$ cat src/rtl/core/sfas_pkg.sv
// ----------------------------------------------------------------------------
// Single float add/sub package
// Field masks and the per-stage payload types of the adder pipeline.
// ----------------------------------------------------------------------------
`default_nettype none

package sfas_pkg;

  localparam logic [31:0] SIGN_MASK = 32'h8000_0000;
  localparam logic [31:0] EXP_MASK  = 32'h7f80_0000;
  localparam logic [31:0] MAN_MASK  = 32'h007f_ffff;
  localparam logic [23:0] HIDDEN    = 24'h80_0000;

  // Leading zeros of a nibble.
  localparam logic [2:0] NIB_LZ [16] = '{
    3'd4, 3'd3, 3'd2, 3'd2, 3'd1, 3'd1, 3'd1, 3'd1,
    3'd0, 3'd0, 3'd0, 3'd0, 3'd0, 3'd0, 3'd0, 3'd0
  };

  // Stage one payload: aligned mantissas and the bypass decision.
  typedef struct packed {
    logic        bypass;
    logic [31:0] bypass_val;
    logic        same_sign;
    logic        sign;
    logic [7:0]  exp;
    logic [23:0] big_man;
    logic [23:0] small_man;
  } s1_t;

  // Stage two payload: raw sum or difference.
  typedef struct packed {
    logic        bypass;
    logic [31:0] bypass_val;
    logic        same_sign;
    logic        sign;
    logic [7:0]  exp;
    logic [24:0] man;
  } s2_t;

  // Stage three payload: leading-zero count ready for the final shift.
  typedef struct packed {
    logic        bypass;
    logic [31:0] bypass_val;
    logic        same_sign;
    logic        sign;
    logic [7:0]  exp;
    logic [24:0] man;
    logic [4:0]  lz;
  } s3_t;

endpackage

`default_nettype wire

$ cat src/rtl/core/single_float_add_sub_unit.sv
// ----------------------------------------------------------------------------
// Single float add/sub unit
// Truncating single-precision adder/subtractor in a four-stage pipeline.
// ----------------------------------------------------------------------------
// Usage: drive in_operation, in_operand_a and in_operand_b and pulse start.
// A request is taken at every rising edge with start high and busy low; busy
// is tied low, so one request can be issued every cycle. Subtraction flips
// the sign of operand b, except that subtracting an all-zero b returns a.
// An operand with a zero exponent makes the other operand the result, and
// there is no rounding and no NaN or infinity handling.
// A request taken at a rising edge passes through the registers s1_r, s2_r,
// s3_r and res_r, and its result shows on out_sum_bits with out_valid high.
// Stage one unpacks and aligns, stage two adds or subtracts, stage three
// counts leading zeros, stage four normalizes and packs. Throughput is one
// result a cycle.
// The receiver cannot stall: each result is shown for exactly one cycle.
// A synchronous reset clears all valid bits, so no stale result appears;
// payload registers are not reset.
// ----------------------------------------------------------------------------
`default_nettype none

module single_float_add_sub_unit (
  input  wire logic        clk,
  input  wire logic        rst_n,
  input  wire logic        start,
  output logic             busy,
  input  wire logic        in_operation,
  input  wire logic [31:0] in_operand_a,
  input  wire logic [31:0] in_operand_b,
  output logic             out_valid,
  output logic [31:0]      out_sum_bits
);
  import sfas_pkg::*;

  logic        v1_r, v2_r, v3_r, v4_r;
  s1_t         s1_r, s1_nxt;
  s2_t         s2_r, s2_nxt;
  s3_t         s3_r, s3_nxt;
  logic [31:0] res_r, res_nxt;
  logic        accept;

  assign busy   = 1'b0;
  assign accept = start & ~busy;

  // Stage one: sign flip, bypass cases, exponent compare and alignment.
  always_comb begin
    logic [31:0] a, b;
    logic [7:0]  ea, eb, d;
    logic [23:0] ma, mb;
    logic        a_big;
    a  = in_operand_a;
    b  = in_operand_b ^ (in_operation ? SIGN_MASK : 32'h0);
    ea = a[30:23];
    eb = b[30:23];
    ma = HIDDEN | {1'b0, a[22:0]};
    mb = HIDDEN | {1'b0, b[22:0]};
    s1_nxt = '0;
    if (in_operation && in_operand_b == 32'h0) begin
      s1_nxt.bypass = 1'b1; s1_nxt.bypass_val = a;
    end else if (ea == 8'd0) begin
      s1_nxt.bypass = 1'b1; s1_nxt.bypass_val = b;
    end else if (eb == 8'd0) begin
      s1_nxt.bypass = 1'b1; s1_nxt.bypass_val = a;
    end
    s1_nxt.same_sign = (a[31] == b[31]);
    // The larger magnitude leads; on equal exponents the mantissas decide.
    a_big = (ea > eb) || (ea == eb && ma > mb);
    d = (ea > eb) ? (ea - eb) : (eb - ea);
    s1_nxt.exp  = (ea > eb) ? ea : eb;
    s1_nxt.sign = s1_nxt.same_sign ? a[31] : (a_big ? a[31] : b[31]);
    s1_nxt.big_man = a_big ? ma : mb;
    s1_nxt.small_man = (d >= 8'd24) ? 24'd0 :
                       ((a_big ? mb : ma) >> d[4:0]);
  end

  // Stage two: add or subtract mantissas.
  always_comb begin
    s2_nxt.bypass     = s1_r.bypass;
    s2_nxt.bypass_val = s1_r.bypass_val;
    s2_nxt.same_sign  = s1_r.same_sign;
    s2_nxt.sign       = s1_r.sign;
    s2_nxt.exp        = s1_r.exp;
    s2_nxt.man = s1_r.same_sign ? ({1'b0, s1_r.big_man} + {1'b0, s1_r.small_man})
                                : ({1'b0, s1_r.big_man} - {1'b0, s1_r.small_man});
  end

  // Stage three: leading-zero count over the 24-bit difference, by nibbles.
  always_comb begin
    logic [4:0] cnt;
    logic       done;
    cnt  = 5'd0;
    done = 1'b0;
    for (int i = 5; i >= 0; i--) begin
      if (!done) begin
        cnt = cnt + 5'(NIB_LZ[s2_r.man[i*4 +: 4]]);
        if (s2_r.man[i*4 +: 4] != 4'd0) done = 1'b1;
      end
    end
    s3_nxt.bypass     = s2_r.bypass;
    s3_nxt.bypass_val = s2_r.bypass_val;
    s3_nxt.same_sign  = s2_r.same_sign;
    s3_nxt.sign       = s2_r.sign;
    s3_nxt.exp        = s2_r.exp;
    s3_nxt.man        = s2_r.man;
    s3_nxt.lz         = cnt;
  end

  // Stage four: normalize, saturate or flush, and pack.
  always_comb begin
    logic [8:0]  ec;
    logic [23:0] mc;
    ec = {1'b0, s3_r.exp};
    mc = s3_r.man[23:0];
    if (s3_r.bypass) begin
      res_nxt = s3_r.bypass_val;
    end else if (s3_r.same_sign) begin
      if (s3_r.man[24]) begin
        mc = s3_r.man[24:1];
        ec = ec + 9'd1;
      end
      if (ec >= 9'd255) res_nxt = {s3_r.sign, 31'h7f80_0000};
      else              res_nxt = {s3_r.sign, ec[7:0], mc[22:0]};
    end else if (s3_r.man[23:0] == 24'd0) begin
      res_nxt = 32'h0;
    end else if (ec <= {4'd0, s3_r.lz}) begin
      res_nxt = (s3_r.lz == 5'd0) ? {s3_r.sign, ec[7:0], mc[22:0]} : 32'h0;
    end else begin
      mc = mc << s3_r.lz;
      ec = ec - {4'd0, s3_r.lz};
      res_nxt = {s3_r.sign, ec[7:0], mc[22:0]};
    end
  end

  always_ff @(posedge clk) begin
    if (!rst_n) begin
      v1_r <= 1'b0; v2_r <= 1'b0; v3_r <= 1'b0; v4_r <= 1'b0;
    end else begin
      v1_r <= accept; v2_r <= v1_r; v3_r <= v2_r; v4_r <= v3_r;
    end
  end

  always_ff @(posedge clk) begin
    s1_r  <= s1_nxt;
    s2_r  <= s2_nxt;
    s3_r  <= s3_nxt;
    res_r <= res_nxt;
  end

  assign out_valid    = v4_r;
  assign out_sum_bits = res_r;

`ifndef NO_ASSERTIONS
  // Every request is followed by a result with out_valid high.
  a_latency: assert property (@(posedge clk) disable iff (!rst_n)
    accept |-> ##4 out_valid) else $error("result missing after request");
  // No result appears without an earlier request.
  a_no_spurious: assert property (@(posedge clk) disable iff (!rst_n)
    out_valid |-> $past(accept, 4)) else $error("unrequested result");
  // A nonzero nonbypass difference has a one at the bit the leading-zero count points to.
  a_norm: assert property (@(posedge clk) disable iff (!rst_n)
    (v3_r && !s3_r.bypass && !s3_r.same_sign && s3_r.man[23:0] != 24'd0)
      |-> s3_r.man[5'd23 - s3_r.lz]) else $error("bad leading-zero count");
`endif

endmodule

`default_nettype wire
$ cat config.mk
export PLATFORM = sky130hd
export DESIGN_NAME = single_float_add_sub_unit
export DESIGN_NICKNAME = d
export VERILOG_FILES = /design/src/rtl/core/sfas_pkg.sv /design/src/rtl/core/single_float_add_sub_unit.sv
export SDC_FILE = /design/constraint.sdc
export NUM_CORES = 1
export LEC_CHECK = 0
export BUFFER_PORTS_ARGS = -buffer_cell sky130_fd_sc_hd__buf_2
export CAP_MARGIN = 10
export CELL_PAD_IN_SITES_DETAIL_PLACEMENT = 1
export CELL_PAD_IN_SITES_GLOBAL_PLACEMENT = 2
export CORE_ASPECT_RATIO = 0.7
export CORE_UTILIZATION = 38
export DETAILED_ROUTE_END_ITERATION = 10
export HOLD_SLACK_MARGIN = 0.02
export PLACE_DENSITY = 0.82
export SYNTH_ARGS = -nofsm -noshare
export SYNTH_HDL_FRONTEND = slang
export SYNTH_SLANG_ARGS = --single-unit
$ cat constraint.sdc
create_clock -name clk -period 6.9 [get_ports clk]
set_input_delay 0.345 -clock clk [delete_from_list [all_inputs] [get_ports clk]]
set_output_delay 0.345 -clock clk [all_outputs]
set_load 0.02 [all_outputs]
=== Word-level counts from Yosys, hierarchy flattened ===
Memories as Yosys holds them, arrays and structs flattened.
Index checks and enable logic that the tools add are counted.

* Register bits after elaboration: 268
* Bits in read-only memories: 288
* Output and inout port bits: 34
* Logic and storage cells: 125
* Memories kept: 6

* Add/subtract/negate cells: 11
* Order comparisons: 11
* Equal/unequal tests: 2
* Shift operators: 2
* Mux-type cells: 47
* Bitwise logic cells: 7
* Reductions and logical operators: 14

{| class="wikitable"
|+ Memory list
! name !! depth !! width !! read ports !! clocked after Yosys merged registers in !! write ports !! RTL line !! RTL
|-
| (name not given) || 16 || 3 || 1 || 0 || 0 || single_float_add_sub_unit.sv:95 || <nowiki>cnt = cnt + 5'(NIB_LZ[s2_r.man[i*4 +: 4]]);</nowiki>
|-
| (name not given) || 16 || 3 || 1 || 0 || 0 || single_float_add_sub_unit.sv:95 ||
|-
| (name not given) || 16 || 3 || 1 || 0 || 0 || single_float_add_sub_unit.sv:95 ||
|-
| (name not given) || 16 || 3 || 1 || 0 || 0 || single_float_add_sub_unit.sv:95 ||
|-
| (name not given) || 16 || 3 || 1 || 0 || 0 || single_float_add_sub_unit.sv:95 ||
|-
| (name not given) || 16 || 3 || 1 || 0 || 0 || single_float_add_sub_unit.sv:95 ||
|}

{| class="wikitable"
|+ Operator list
! kind !! number
|-
| two-way mux 32 bit || 8
|-
| two-way mux 23 bit || 3
|-
| two-way mux 3 bit || 12
|-
| two-way mux 33 bit || 1
|-
| logical NOT 32 bit || 1
|-
| bitwise XOR 32 bit || 1
|-
| two-way mux 31 bit || 1
|-
| greater-or-equal comparator 5 bit (second input constant) || 6
|-
| inverter 4 -> 5 bit || 6
|-
| two-way mux 9 bit || 3
|-
| adder 24 x 24 -> 25 bit || 1
|-
| two-way mux 25 bit || 1
|-
| subtractor 24 x 24 -> 25 bit || 1
|-
| greater-than comparator 24 bit || 1
|-
| logical NOT 24 bit || 1
|-
| << shifter 24 x 5 -> 23 bit || 1
|-
| right shift 24 x 5 -> 24 bit || 1
|-
| adder 5 x 3 -> 5 bit || 4
|-
| two-way mux 5 bit || 4
|-
| nonzero test 4 bit || 5
|-
| logical NOT 8 bit || 2
|-
| two-way mux 8 bit || 2
|-
| subtractor 8 bit || 2
|-
| two-way mux 1 bit || 11
|-
| 14 further kinds || 15
|}

=== Longest topological paths before layout ===
* Word-level depth: 14
* Mapped depth: 25

=== Worst setup path before layout ===
Ideal clock, no wire load.

* Path type: flip-flop to flip-flop
* Start point: register s2_r[21] (netlist bit)
* End point: register s3_r[4] (netlist bit)
* Setup time: 0.120 ns
* Arrival: 4.692 ns
* Data required time: 6.780 ns
* Path slack: 2.088 ns
* Cell stages (with the launch flop): 21
* Path buffers: 0
* Cells stage by stage: dfxtp_1 > inv_1 > a21oi_1 > nor2_1 > ha_1 > inv_1 > fa_1 > a211oi_1 > fa_1 > mux2i_1 > fa_1 > mux2i_1 > fa_1 > mux2i_1 > fa_1 > inv_1 > a21oi_1 > nor2_1 > mux2_2 > a21oi_1 > xnor2_1

{| class="wikitable"
|+ RTL lines
! what !! RTL line !! RTL
|-
| start: declaration || single_float_add_sub_unit.sv:37 || <nowiki>s2_t s2_r, s2_nxt;</nowiki>
|-
| start signal: assignment || single_float_add_sub_unit.sv:144 || <nowiki>s2_r <= s2_nxt;</nowiki>
|-
| end signal: assignment || single_float_add_sub_unit.sv:145 || <nowiki>s3_r <= s3_nxt;</nowiki>
|-
| end: declaration || single_float_add_sub_unit.sv:38 || <nowiki>s3_t s3_r, s3_nxt;</nowiki>
|}

==> impl_results.md <==
* Starting density of the core at about two fifths
* Reg2Reg Capture Point: s3_r[4]
* Port-buffer cells at 100
* Most common cell in the netlist: dfxtp_1
* IO Pins at 102
* Final setup viols at 0
* Levels on crit path at 19
* Startpoint Class: register
* Fill cells at around 4500
* Via count at 13230
* Fin. Hold Viols at 0
* Post-CTS Setup Bufs at 0
* Layout cells sized above 1 at 15.58%
* Async set-reset flop share out of synthesis at 0%
* Count of maximum capacitance violations at 0
* Syn_area_per_cell at 8.777 um2
* R2R cell count at 19
* Yosys Warn Count at 0
* Clock Latency Late Sink at approximately 0.56 ns
* RSZ-0062 raised after global routing: false
* Post-DP HPWL at 41300 um
* Area growth from synthesis to layout at 12.71%
* Vias in the first global route at 13550
* Die Ht at 167.1 um
* Initial antenna violation count at 0
* Static leakage at 7.143 nW
* Unique masters post-synth at between 80 and 90
* Mapped Nets at 1847
* CP Class: register to register
* 1st-pass router iterations at 5
* Slew HR at 21.64%
* Clk sink count at ~270
* CP Cell Sequence: a21oi_1, nor2_1, ha_1, inv_1, fa_1, a211oi_1, fa_1, mux2i_1, fa_1, mux2i_1, fa_1, mux2i_1, fa_1, inv_1, a21oi_1, nor2_1, mux2_2, a21oi_1, xnor2_1
* Post-Place Worst Slack at approximately 1.5 ns
* Fin nets at around 1900
* Seq/Total Area, Yosys at 36.14%
* WP data required at ~7.3 ns
* Total power at 6.612 mW
* Worst setup path startpoint: s2_r[22]
* Final worst setup slack at 1.517 ns
* Largest area contributor in the netlist: dfxtp_1
* Root Buffer Master: clkbuf_16
* CTS Buf Count at 26
* Aggregate global routing overflow at 0
* Met1 usage at 40.02%
* Final min period at roughly 5.4 ns
* Initial DRC Count at 1023
* Register area at 5345 um2
* CP bufs+invs at 2
* Post-synth top cells: 267 x dfxtp_1, 155 x nand2_1, 154 x a21oi_1, 131 x nor2_1, 85 x ha_1
* Total track usage at 27.11%
* Worst r2r src: s2_r[22]
* Placement row count at 60
* Critical Path Max Stage Delay at 0.51 ns
* Main flop type after synthesis: dfxtp_1
* Clk buf depth at 3
* Multi-input logic area at 8816 um2
* Core area at ~38000 um2
* Gpl congestion at 0.9769
* Reg clk slew, reported paths at around 0.07 ns
* Reg2Reg Setup Slack at ~1.5 ns
* CP arrival at 5.82 ns
* Cell Area, Synth at 14790 um2
* Max-slew violations at 0
* Die Wd at 237.8 um
* Final setup TNS at 0 ns
* Max VDD drop at between 150 and 200 uV
* Crit-path max FO at 5
* Status: complete, no violations
* Wire per inst at 23.47 um
* Top post-synthesis cells by area: dfxtp_1 36%, ha_1 7.2%, mux2i_1 5.4%
* Global-route layer with the greatest usage: met2
* Routed Wire Length at around 54000 um
* Placed Area at roughly 16000 um2
* Htree depth at 1
* Setup crit end: s3_r[4]
* CP most frequent cell: fa_1
* Via-to-Cell Ratio at 5.755
* Measured slew at the worst slew-check pin at around 1.2 ns
* Power Dens Cells at 396.7 nW/um2
* Detail Route Antenna Nets at 0
* Final setup skew at ~0.021 ns
* CP max-delay cell: fa_1
* DRC viols at 0
* Top-area cell type share of the netlist area at 36.14%
* Met3 Usage GRT at 4.890%
* Global-route wire length before repair at 82770 um
* Max Freq at 185.8 MHz
* Largest net degree at the start of global routing at 70
* CTS tree: built
* Register bit total from synthesis at 267
* Ant diodes at 0
* EDFF count, synth at 0
* HP Class: input pin to register
* Post-route cell area at about 17000 um2
* Total die area at 39720 um2
* Met2 GRT Util at 40.55%
* Final Cycle Share at 78.02%
* Post-synthesis cell count at 1685
* CP Capture Type: register
* Delay-heaviest family, CP: adder cells
## stage by stage
stage / cells / util (%) / hold WS, ns
2_1_floorplan: 1685 / - / 0.3096
3_3_place_gp: 2249 / 41.15 / 0.3104
3_5_place_dp: 2249 / 41.15 / 0.3132
4_1_cts: 2299 / 43.45 / 0.04711
5_1_grt: 2299 / 43.45 / 0.07403
6_report: 2299 / 43.45 / 0.06592
## registers in the layout, summed over array words and instances, names as in the netlist
register and count:
v1_r 1, out_valid 1, s1_r 90, out_sum_bits 32
s2_r 68, v3_r 1, s3_r 73, v2_r 1
## report_power, final
group	switching, mW	internal, mW	total, mW
Sequential	0.405	1.85	2.26
Clock	0.641	0.774	1.41
Combinational	1.74	1.20	2.94
## cell families (layout without fill, tap and decap cells)
kind of cell	Yosys count	in the layout	synth area share (%)
flops	267	267	36.14
compound gates	449	449	20.09
xor+xnor	69	69	4.137
other cells	1	1	0.02536
mux	149	149	10.90
simple gates	492	492	15.77
fa+ha+maj	94	94	8.409
buf+inv	164	251	4.526
## worst reg2reg max path, cell delays in order, from the launching register on
cell	delay [ns]
dfxtp_1	0.44
a21oi_1	0.07
nor2_1	0.20
ha_1	0.19
inv_1	0.05
fa_1	0.43
a211oi_1	0.50
fa_1	0.51
mux2i_1	0.28
fa_1	0.47
mux2i_1	0.30
fa_1	0.49
mux2i_1	0.29
fa_1	0.28
inv_1	0.06
a21oi_1	0.12
nor2_1	0.08
mux2_2	0.27
a21oi_1	0.17
xnor2_1	0.08
## cell usage in the layout, fill, tap and decap left out, types with 7 or more instances in the layout
master,n
o22ai_1,31
clkinvlp_4,7
mux2i_1,79
nand3_1,43
o221a_2,8
nor3_1,33
nor2b_1,16
buf_2,100
a2111oi_0,13
nand2_1,155
o21ai_0,72
nand4_1,21
dfxtp_1,267
fa_1,9
inv_1,76
a21o_1,29
xor2_1,36
buf_4,23
nor2_1,131
o221ai_1,16
xnor2_1,31
o211ai_1,17
a21oi_1,154
a211oi_1,18
ha_1,84
clkbuf_16,26
and2_1,15
and3_1,13
o21a_1,7
nor4_1,23
nand2b_1,8
mux2_2,66
## how the worst min path moves through the flow
stage / start / end / slack (ns) / cells past startpoint
after detailed placement: s2_r[49] / s3_r[54] / 0.31 / 0
after CTS: in_operand_a[29] / s1_r[87] / 0.05 / 3
after global placement: s1_r[89] / s2_r[66] / 0.31 / 0
after floorplan: s1_r[48] / s2_r[25] / 0.31 / 0
after global routing: in_operand_a[30] / s1_r[88] / 0.07 / 3
final: in_operand_a[29] / s1_r[87] / 0.07 / 3
## area by class of cell
| type | instances | share of cell area, % |
|---|---|---|
| clock buffer | 30 | 4.174 |
| timing repair buffer | 126 | 4.219 |
| tap | 527 | 3.956 |
| inverter | 78 | 1.756 |
| multi-input combinational | 1254 | 52.89 |
| sequential | 267 | 32.07 |
| clock inverter | 17 | 0.9383 |
## routing by layer
metal / share of wire (%) / wire length [um] / vias up
met5: 0 / 0 / -
met4: 2.2 / 1186 / 0
met3: 6.2 / 3359 / 83
met2: 42 / 22470 / 349
met1: 50 / 26950 / 6558
li1: - / - / 6241
## timing repair
action                                  4_1_cts  5_1_grt
endpoints found under the setup margin        0        0
hold buffers                                  3        0
hold endpoints to repair                      5        0
resized for setup                             0        0
No activity file was read; power rests on OpenSTA's default activity.
